--- src/design/bgcd_pkg.sv ---
`timescale 1ns / 1ps

package bgcd_pkg;

  localparam int DATA_WIDTH = 32;
  localparam int TWOS_WIDTH = (DATA_WIDTH > 1) ? $clog2(DATA_WIDTH) : 1;

  // one-hot controller states
  typedef enum logic [4:0] {
    S_IDLE   = 5'b00001,
    S_STRIP  = 5'b00010,
    S_ODDA   = 5'b00100,
    S_LOOP   = 5'b01000,
    S_FINISH = 5'b10000
  } bgcd_state_e;

  // controller to datapath
  typedef struct packed {
    logic load;      // capture operands, clear the power-of-two count
    logic strip;     // halve both, count one common factor of two
    logic halve_a;
    logic halve_b;
    logic sub_step;  // b <= |a - b|, a <= b
    logic out_load;  // capture the final result
  } bgcd_cmd_t;

  // datapath to controller
  typedef struct packed {
    logic a_zero;
    logic b_zero;
    logic a_lsb;
    logic b_lsb;
  } bgcd_stat_t;

endpackage

--- src/design/bgcd_ctrl.sv ---
`timescale 1ns / 1ps

module bgcd_ctrl (
  input  logic                 clk_i,
  input  logic                 rst_ni,
  input  logic                 in_valid_i,
  output logic                 in_stall_o,
  output logic                 out_valid_o,
  input  logic                 out_stall_i,
  input  bgcd_pkg::bgcd_stat_t stat_i,
  output bgcd_pkg::bgcd_cmd_t  cmd_o
);
  import bgcd_pkg::*;

  bgcd_state_e state_q, state_d;
  logic        out_valid_q, out_valid_d;
  logic        out_free;

  assign out_free    = !out_valid_q || !out_stall_i;
  assign in_stall_o  = (state_q != S_IDLE);
  assign out_valid_o = out_valid_q;

  always_comb begin
    state_d = state_q;
    cmd_o   = '0;
    case (state_q)
      S_IDLE: begin
        if (in_valid_i) begin
          cmd_o.load = 1'b1;
          state_d    = S_STRIP;
        end
      end
      S_STRIP: begin
        if (stat_i.a_zero || stat_i.b_zero) begin
          state_d = S_FINISH;
        end else if (!stat_i.a_lsb && !stat_i.b_lsb) begin
          cmd_o.strip = 1'b1;
        end else begin
          state_d = S_ODDA;
        end
      end
      S_ODDA: begin
        if (!stat_i.a_lsb) begin
          cmd_o.halve_a = 1'b1;
        end else begin
          state_d = S_LOOP;
        end
      end
      S_LOOP: begin
        if (stat_i.b_zero) begin
          state_d = S_FINISH;
        end else if (!stat_i.b_lsb) begin
          cmd_o.halve_b = 1'b1;
        end else begin
          cmd_o.sub_step = 1'b1;
        end
      end
      S_FINISH: begin
        if (out_free) begin
          cmd_o.out_load = 1'b1;
          state_d        = S_IDLE;
        end
      end
      default: begin
        state_d = S_IDLE;
      end
    endcase
  end

  always_comb begin
    out_valid_d = out_valid_q;
    if (cmd_o.out_load) begin
      out_valid_d = 1'b1;
    end else if (out_valid_q && !out_stall_i) begin
      out_valid_d = 1'b0;
    end
  end

  always_ff @(posedge clk_i or negedge rst_ni) begin
    if (!rst_ni) begin
      state_q     <= S_IDLE;
      out_valid_q <= 1'b0;
    end else begin
      state_q     <= state_d;
      out_valid_q <= out_valid_d;
    end
  end

endmodule

--- src/design/bgcd_dp.sv ---
`timescale 1ns / 1ps

module bgcd_dp (
  input  logic                            clk_i,
  input  logic [bgcd_pkg::DATA_WIDTH-1:0] operand_a_i,
  input  logic [bgcd_pkg::DATA_WIDTH-1:0] operand_b_i,
  input  bgcd_pkg::bgcd_cmd_t             cmd_i,
  output bgcd_pkg::bgcd_stat_t            stat_o,
  output logic [bgcd_pkg::DATA_WIDTH-1:0] gcd_value_o
);
  import bgcd_pkg::*;

  logic [DATA_WIDTH-1:0] a_q, a_d;
  logic [DATA_WIDTH-1:0] b_q, b_d;
  logic [TWOS_WIDTH-1:0] twos_q, twos_d;
  logic [DATA_WIDTH-1:0] gcd_q;
  logic [DATA_WIDTH:0]   a_minus_b;
  logic [DATA_WIDTH-1:0] b_minus_a;
  logic [DATA_WIDTH-1:0] abs_diff;
  logic [DATA_WIDTH-1:0] result;

  assign stat_o.a_zero = (a_q == '0);
  assign stat_o.b_zero = (b_q == '0);
  assign stat_o.a_lsb  = a_q[0];
  assign stat_o.b_lsb  = b_q[0];

  // borrow out of a - b picks the larger operand
  assign a_minus_b = {1'b0, a_q} - {1'b0, b_q};
  assign b_minus_a = b_q - a_q;
  assign abs_diff  = a_minus_b[DATA_WIDTH] ? b_minus_a : a_minus_b[DATA_WIDTH-1:0];

  // one side is zero at the end, so the or gives the survivor
  assign result = (a_q | b_q) << twos_q;

  always_comb begin
    a_d    = a_q;
    b_d    = b_q;
    twos_d = twos_q;
    if (cmd_i.load) begin
      a_d    = operand_a_i;
      b_d    = operand_b_i;
      twos_d = '0;
    end else if (cmd_i.strip) begin
      a_d    = a_q >> 1;
      b_d    = b_q >> 1;
      twos_d = twos_q + TWOS_WIDTH'(1);
    end else if (cmd_i.halve_a) begin
      a_d = a_q >> 1;
    end else if (cmd_i.halve_b) begin
      b_d = b_q >> 1;
    end else if (cmd_i.sub_step) begin
      a_d = b_q;
      b_d = abs_diff;
    end
  end

  always_ff @(posedge clk_i) begin
    a_q    <= a_d;
    b_q    <= b_d;
    twos_q <= twos_d;
    if (cmd_i.out_load) begin
      gcd_q <= result;
    end
  end

  assign gcd_value_o = gcd_q;

endmodule

--- src/design/binary_gcd_unsigned.sv ---
`timescale 1ns / 1ps

// binary (stein) gcd of two unsigned DATA_WIDTH-bit operands
// input channel: in_valid_i / in_stall_o with operand_a_i, operand_b_i;
//   a beat is taken when valid is high and stall is low
// output channel: out_valid_o / out_stall_i with gcd_value_o, one beat per input
// one item at a time: in_stall_o is high from the cycle after a beat is taken
//   until the result has moved into the output register
// sequence: one shift or subtract step at a time on the single shared
//   shift/subtract datapath; a zero operand goes straight to the finish,
//   otherwise common twos, then making a odd, then the halve-b / subtract loop
// overlap: the next beat can be taken while the
//   previous result still sits in the output register
// receiver stall: the output register holds value and valid; a finished
//   result waits in the controller until that register is free
// reset (rst_ni low, asynchronous): controller returns to idle and the
//   output valid clears; operand registers are not reset
module binary_gcd_unsigned (
  input  logic                            clk_i,
  input  logic                            rst_ni,
  input  logic                            in_valid_i,
  output logic                            in_stall_o,
  input  logic [bgcd_pkg::DATA_WIDTH-1:0] operand_a_i,
  input  logic [bgcd_pkg::DATA_WIDTH-1:0] operand_b_i,
  output logic                            out_valid_o,
  input  logic                            out_stall_i,
  output logic [bgcd_pkg::DATA_WIDTH-1:0] gcd_value_o
);
  import bgcd_pkg::*;

  // command and status between the sequencer and the datapath
  bgcd_cmd_t  cmd;
  bgcd_stat_t stat;

  // sequencer: strip common twos, make a odd, loop until b is zero
  bgcd_ctrl u_ctrl (
    .clk_i       (clk_i),
    .rst_ni      (rst_ni),
    .in_valid_i  (in_valid_i),
    .in_stall_o  (in_stall_o),
    .out_valid_o (out_valid_o),
    .out_stall_i (out_stall_i),
    .stat_i      (stat),
    .cmd_o       (cmd)
  );

  // operand registers, subtractors and result register
  bgcd_dp u_dp (
    .clk_i       (clk_i),
    .operand_a_i (operand_a_i),
    .operand_b_i (operand_b_i),
    .cmd_i       (cmd),
    .stat_o      (stat),
    .gcd_value_o (gcd_value_o)
  );

endmodule

--- config.mk ---
export PLATFORM = sky130hd
export DESIGN_NAME = binary_gcd_unsigned
export DESIGN_NICKNAME = d
export VERILOG_FILES = /design/src/design/bgcd_pkg.sv /design/src/design/bgcd_ctrl.sv /design/src/design/bgcd_dp.sv /design/src/design/binary_gcd_unsigned.sv
export SDC_FILE = /design/constraint.sdc
export NUM_CORES = 1
export LEC_CHECK = 0
export BUFFER_PORTS_ARGS = -buffer_cell sky130_fd_sc_hd__buf_2
export CAP_MARGIN = 5
export CORE_ASPECT_RATIO = 0.7
export CORE_MARGIN = 3
export CORE_UTILIZATION = 40
export DETAILED_ROUTE_END_ITERATION = 6
export GPL_ROUTABILITY_DRIVEN = 0
export HOLD_SLACK_MARGIN = 0.12
export PLACE_DENSITY_LB_ADDON = 0.25
export SLEW_MARGIN = 20
export SYNTH_ARGS = -nofsm -noshare
export SYNTH_HDL_FRONTEND = slang
export SYNTH_SLANG_ARGS = --single-unit
--- constraint.sdc ---
create_clock -name clk_i -period 7.9 [get_ports clk_i]
set_input_delay 0.395 -clock clk_i [delete_from_list [all_inputs] [get_ports clk_i]]
set_output_delay 0.395 -clock clk_i [all_outputs]
set_load 0.005 [all_outputs]
# After elaboration in Yosys (flattened, before gate mapping)

Cells that the tools add are included.

Register bits: 107
Output and inout port bits: 34
Word-level logic and storage cells: 73

Add/subtract/negate cells: 3
Muxes and demuxes: 33
Reductions and logical operators: 16
Shift-type cells: 1
Equality and inequality tests: 13
Bitwise gates (word level): 1

Operators by type and width:

| cell                                                                     | count |
|---|---|
| 32-bit 2-to-1 mux                                                        | 11 |
| 32-bit zero test                                                         | 2 |
| 32-bit by 32-bit subtractor with 33-bit output                           | 1 |
| 32-bit OR                                                                | 1 |
| 32-bit by 5-bit left shift with 32-bit output                            | 1 |
| 32-bit subtractor                                                        | 1 |
| 5-bit 2-to-1 mux                                                         | 6 |
| 5-bit one-hot mux with 5 select lines                                    | 1 |
| 1-bit 2-to-1 mux                                                         | 13 |
| 4-bit nonzero test                                                       | 2 |
| 2-bit by 1-bit inequality test with 1-bit output (second input constant) | 3 |
| 5-bit by 1-bit adder with 5-bit output (second input constant)           | 1 |
| 5-bit by 1-bit equality test with 1-bit output (second input constant)   | 1 |
| 5-bit by 2-bit equality test with 1-bit output (second input constant)   | 1 |
| 5-bit by 3-bit equality test with 1-bit output (second input constant)   | 1 |
| 5-bit by 4-bit equality test with 1-bit output (second input constant)   | 1 |
| 5-bit equality test (second input constant)                              | 1 |
| 5-bit by 1-bit inequality test with 1-bit output (second input constant) | 1 |
| 5-bit AND reduction                                                      | 1 |
| 1-bit zero test                                                          | 4 |
| 2-bit 2-to-1 mux                                                         | 2 |
| 4-bit by 1-bit inequality test with 1-bit output (second input constant) | 1 |
| 2-bit AND reduction                                                      | 2 |
| 3-bit by 1-bit inequality test with 1-bit output (second input constant) | 1 |
| other kinds (5)                                                          | 7 |

# Longest topological paths before layout

Depth after elaboration: 8
Gate-level depth with buffers: 15
Depth with buffers taken out: 13

# Hierarchy

Synthesis repeated with hierarchy kept, for this count alone.

Cell total of the unflattened synthesis: 1238
Area, all modules: 10585.2 µm²

Modules (own cells, without submodules):

| module    | times used | sequential area each (µm²) | cells an instance | area each (µm²) |
|---|---|---|---|---|
| bgcd_dp   | 1          | 2982.9                     | 1190              | 10193.5 |
| bgcd_ctrl | 1          | 151.4                      | 48                | 391.6 |

# Worst setup path before layout

Ideal clock, no wire load.

Path type: reg2reg
From: reg u_dp.b_q[9]
To: reg u_dp.b_q[18], data pin
Arrival: 2871 ps
Cell stages (with the launch flop): 15
Setup time: 263 ps
Buffers on the path: 2
Setup slack: 4766 ps
Cells stage by stage: edfxtp_1 inv_1 ha_1 buf_6 or3_1 nand3b_1 a31oi_2 o311ai_2 and3_1 buf_6 o41a_1 a21oi_2 xnor2_1 a21oi_1 o21ai_1

Word-level cells in the longest chain between the ends: 7
Elaborated cells between the ends (all ways): 14
Classes of those cells: add/sub (2); mux (10); reduce/logical (2)

RTL lines:

| item                                                                         | line                           | text |
|---|---|---|
| start, declared                                                              | bgcd_dp.sv:14                  | `logic [DATA_WIDTH-1:0] b_q, b_d;` |
| start signal, assigned                                                       | bgcd_dp.sv:59                  | `b_q <= b_d;` |
| 32-bit by 32-bit subtractor with 33-bit output, or another cell as far along | bgcd_dp.sv:28                  | `assign a_minus_b = {1'b0, a_q} - {1'b0, b_q};` |
| 32-bit 2-to-1 mux or 2-bit 2-to-1 mux (tied branches)                        | bgcd_dp.sv:30, bgcd_ctrl.sv:50 |  |
| 32-bit 2-to-1 mux or 2-bit 2-to-1 mux (tied branches)                        | bgcd_dp.sv:51, bgcd_ctrl.sv:26 |  |
| 32-bit 2-to-1 mux                                                            | bgcd_dp.sv:49                  | `end else if (cmd_i.halve_b) begin` |
| 32-bit 2-to-1 mux                                                            | bgcd_dp.sv:47                  | `end else if (cmd_i.halve_a) begin` |
| 32-bit 2-to-1 mux *                                                          | bgcd_dp.sv:43                  | `end else if (cmd_i.strip) begin` |
| 32-bit 2-to-1 mux *                                                          | bgcd_dp.sv:39                  | `if (cmd_i.load) begin` |
| net u_dp.b_d[18]                                                             | bgcd_dp.sv:14                  |  |

The timed path passes the listed nets; every way through them passes the cells marked *. The select of a mux whose other input is x is not followed.
A chain may end at the register's enable or synchronous reset.

# Final worst setup path

From: reg u_dp.a_q[25]
To: reg u_dp.b_q[30], data pin

Word-level cells in the longest chain between the ends: 7
Elaborated cells between the ends (all ways): 12
Classes of those cells: add/sub (2); mux (8); reduce/logical (2)

RTL lines:

| item                                                                                | line                         | text |
|---|---|---|
| start, declared                                                                     | bgcd_dp.sv:13                | `logic [DATA_WIDTH-1:0] a_q, a_d;` |
| start signal, assigned                                                              | bgcd_dp.sv:58                | `a_q <= a_d;` |
| 32-bit by 32-bit subtractor with 33-bit output or 32-bit subtractor (tied branches) | bgcd_dp.sv:28, bgcd_dp.sv:29 |  |
| 32-bit 2-to-1 mux                                                                   | bgcd_dp.sv:30                | `assign abs_diff = a_minus_b[DATA_WIDTH] ? b_minus_a : a_minus_b[DATA_WIDTH-1:0];` |
| 32-bit 2-to-1 mux                                                                   | bgcd_dp.sv:51                | `end else if (cmd_i.sub_step) begin` |
| 32-bit 2-to-1 mux                                                                   | bgcd_dp.sv:49                |  |
| 32-bit 2-to-1 mux                                                                   | bgcd_dp.sv:47                |  |
| 32-bit 2-to-1 mux *                                                                 | bgcd_dp.sv:43                |  |
| 32-bit 2-to-1 mux *                                                                 | bgcd_dp.sv:39                |  |
| net u_dp.b_d[30]                                                                    | bgcd_dp.sv:14                |  |

Marked as above.

==> run summary <==
# IOs -> 102
Die Span Y -> 140.3 um
period utilisation layout -> 54.74%
pre-CTS setup slack -> 3764 ps
CTS Sinks -> 107
top_reg_cell synth -> edfxtp_1
Post-Syn Nets -> 1420
initial core utilization -> 41.24%
fin worst setup slack -> 3576 ps
Avg WL per Cell -> 21.33 um
cell mode on critical path -> inv_1
placed cell areas -> 0.01103 mm^2
mapped cell area -> 0.01030 mm^2
crit-path max FO -> 13
#FFs+latches synth -> 107
die area -> 0.02775 mm^2
outcome -> finished clean
Setup Skew -> 16.77 ps
clock buffer depth -> 2
crit path buf inv count -> 3
Final Critical Period -> 4324 ps
ys async rst share -> 5.607%
Final setup viols -> 0
post_cts resized -> 0
max incr delay on CP -> 650 ps
part of the Yosys area used for sequential elements -> 30.42%
Req. time, crit path -> 8020 ps
clock root buffer master -> clkbuf_16
Final ANT Viol Nets -> 0
post-DR vias/cell -> 6.015
filler cell count in the final layout -> 2483
Warnings, synthesis -> 0
Antenna diodes -> 0
Synth Area per Inst -> 8.230 um^2
drt total wl -> 34.90 mm
row count -> 48
Inserted Clock Buffers -> 9
via count of the routed design -> 9840
H-tree Lvls -> 3
initial antenna violation count -> 0
most common cell after layout, fill and taps aside -> nor2_1
largest area contributor in the netlist -> edfxtp_1
Reg2Reg Setup Slack -> 3580 ps
top cells by area, synth -> edfxtp_1, ha_1, a21oi_1
GRT Resource Usage Total -> 24.77%
number of synthesized flops with an enable pin -> 96
Worst Hold Class -> in -> reg
Highest Clock Rate -> 231.3 MHz
relative slew slack -> 29.67%
worst slew pin tran -> 1053 ps
Fin. Hold Viols -> 0
Crit path max-delay family -> compound AO/OA/AOI/OAI gates
Port Buffer Count -> 101
Worst EP arrival -> 4440 ps
DPL Wire Length -> 26.57 mm
Post-layout nets -> 1474
Yosys cell types -> 66
max_cap viols -> 0
Slowest cell on crit path -> and3_1
Slew Limit Fails -> 0
CTS tree -> yes
Post-Route Setup TNS -> 0 ps
clock latency on the worst-skew pair -> 370 ps
RSZ-0062 raised after global routing -> no
Post-Layout Inst Area -> 0.01134 mm^2
Worst-path clk slew -> 80 ps
Critical Path Start Type -> flop
drt drc -> 0
most frequent cells in the layout -> nor2_1, a21oi_1, inv_1
grt ovf -> 0
largest net degree at the start of global routing -> 67
DRT iter0 DRCs -> 1315
vias in the first global route -> 8938
Die W -> 197.8 um
total iterations of the first detailed-routing run -> 6
critical path cell sequence -> inv_1 > ha_1 > inv_1 > a21oi_1 > o31ai_1 > a221oi_1 > and3_1 > buf_4 > mux2i_1 > o22ai_1 > xnor2_1 > nor2_1 > o21ai_0
Mapped Cells -> 1252
first-pass GRT wire length -> 53.51 mm
Yosys top cell area share -> 27.98%
core area -> 0.02498 mm^2
CP Class -> reg -> reg
area growth from synthesis to layout -> 10.09%
CP endpoint kind -> flop
share of cells above drive strength 1 -> 13.50%
==> worst paths after layout <==
check	to	start	cells after the start
max	u_dp.b_q[30]	u_dp.a_q[25]	13
min	u_dp.b_q[14]	operand_b_i[14]	3
max reg2reg	u_dp.b_q[30]	u_dp.a_q[25]	13
min reg2reg	u_ctrl.out_valid_o	u_ctrl.out_valid_o	2
max in group asynchronous	u_ctrl.state_q[0]	rst_ni	2
min in group asynchronous	u_ctrl.out_valid_o	rst_ni	2
==> final cells by class <==
class	instances	area (um^2)	area share [%]
clock buffer	14	286.5	2.526
clock inverter	2	16.27	0.1434
inverter	104	390.4	3.441
multi-input combinational	967	6480	57.13
sequential	107	3136	27.64
tap	325	406.6	3.585
timing repair buffer	117	628.1	5.537
==> through the flow <==
| stage | utilization [%] | std cells | hold WS, ps |
|---|---|---|---|
| detailed placement | 44.15 | 1619 | 224.8 |
| floorplan | - | 1252 | 99.41 |
| global placement | 44.15 | 1619 | 226.0 |
| CTS | 45.40 | 1636 | 283.2 |
| global route | 45.40 | 1636 | 307.7 |
| finish | 45.40 | 1636 | 294.9 |
==> Yosys cell counts, types with 6 or more instances <==
| cell type | instances |
|---|---|
| a211oi_1 | 17 |
| a21o_1 | 8 |
| a21oi_1 | 148 |
| a22oi_1 | 6 |
| a31oi_1 | 7 |
| buf_1 | 9 |
| buf_2 | 6 |
| clkbuf_1 | 54 |
| edfxtp_1 | 96 |
| ha_1 | 98 |
| inv_1 | 102 |
| mux2_2 | 16 |
| mux2i_1 | 44 |
| mux4_2 | 14 |
| nand2_1 | 100 |
| nand2b_1 | 6 |
| nand3_1 | 8 |
| nand4_1 | 11 |
| nor2_1 | 163 |
| nor2b_1 | 19 |
| nor3_1 | 27 |
| nor4_1 | 26 |
| o21ai_0 | 97 |
| o21bai_1 | 17 |
| o22ai_1 | 13 |
| o31ai_1 | 14 |
| or3_1 | 6 |
| xnor2_1 | 29 |
==> repair_timing <==
action,in CTS,in global routing
hold endpoints to repair,6,0
buffers inserted,0,0
hold buffers,1,0
==> per-layer routing <==
layer	wire length [um]	part of all wire [%]	up-vias	GRT usage [%]
li1	-	-	4597	-
met1	16600	48	4642	39.63
met2	13590	39	556	32.54
met3	4175	12	45	7.189
met4	528	1.5	0	4.652
met5	0	0	-	0
==> sequential cells by signal (all words and copies together) (netlist names) <==
name and count:
u_dp.b_q 32, u_dp.a_q 32, u_ctrl.out_valid_o 1, u_ctrl.state_q 5, u_dp.twos_q 5, u_dp.gcd_value_o 32
==> worst reg2reg max path, delay by kind of cell (launching register included) <==
family,cells,cell delay [ps]
compound gates,5,1070
buf+inv,3,610
flops,1,490
mux,1,530
simple gates,2,730
xor+xnor,1,150
fa+ha+maj,1,500
==> logic make-up (layout without fill, tap and decap cells) <==
logic type | count (synthesis) | after routing | synth area share (%)
multiplexers | 74 | 74 | 9.083
AND/OR/NAND/NOR | 382 | 382 | 16.47
XOR/XNOR | 32 | 32 | 2.720
buffers and inverters | 178 | 237 | 6.849
AO/OA/AOI/OAI | 379 | 379 | 22.17
adder cells (fa/ha/maj) | 100 | 100 | 12.29
flip-flops | 107 | 107 | 30.42
Power is left out: the tool's default activity adds up to more than one toggle a clock period on the data nets, which glitch-free logic cannot reach.
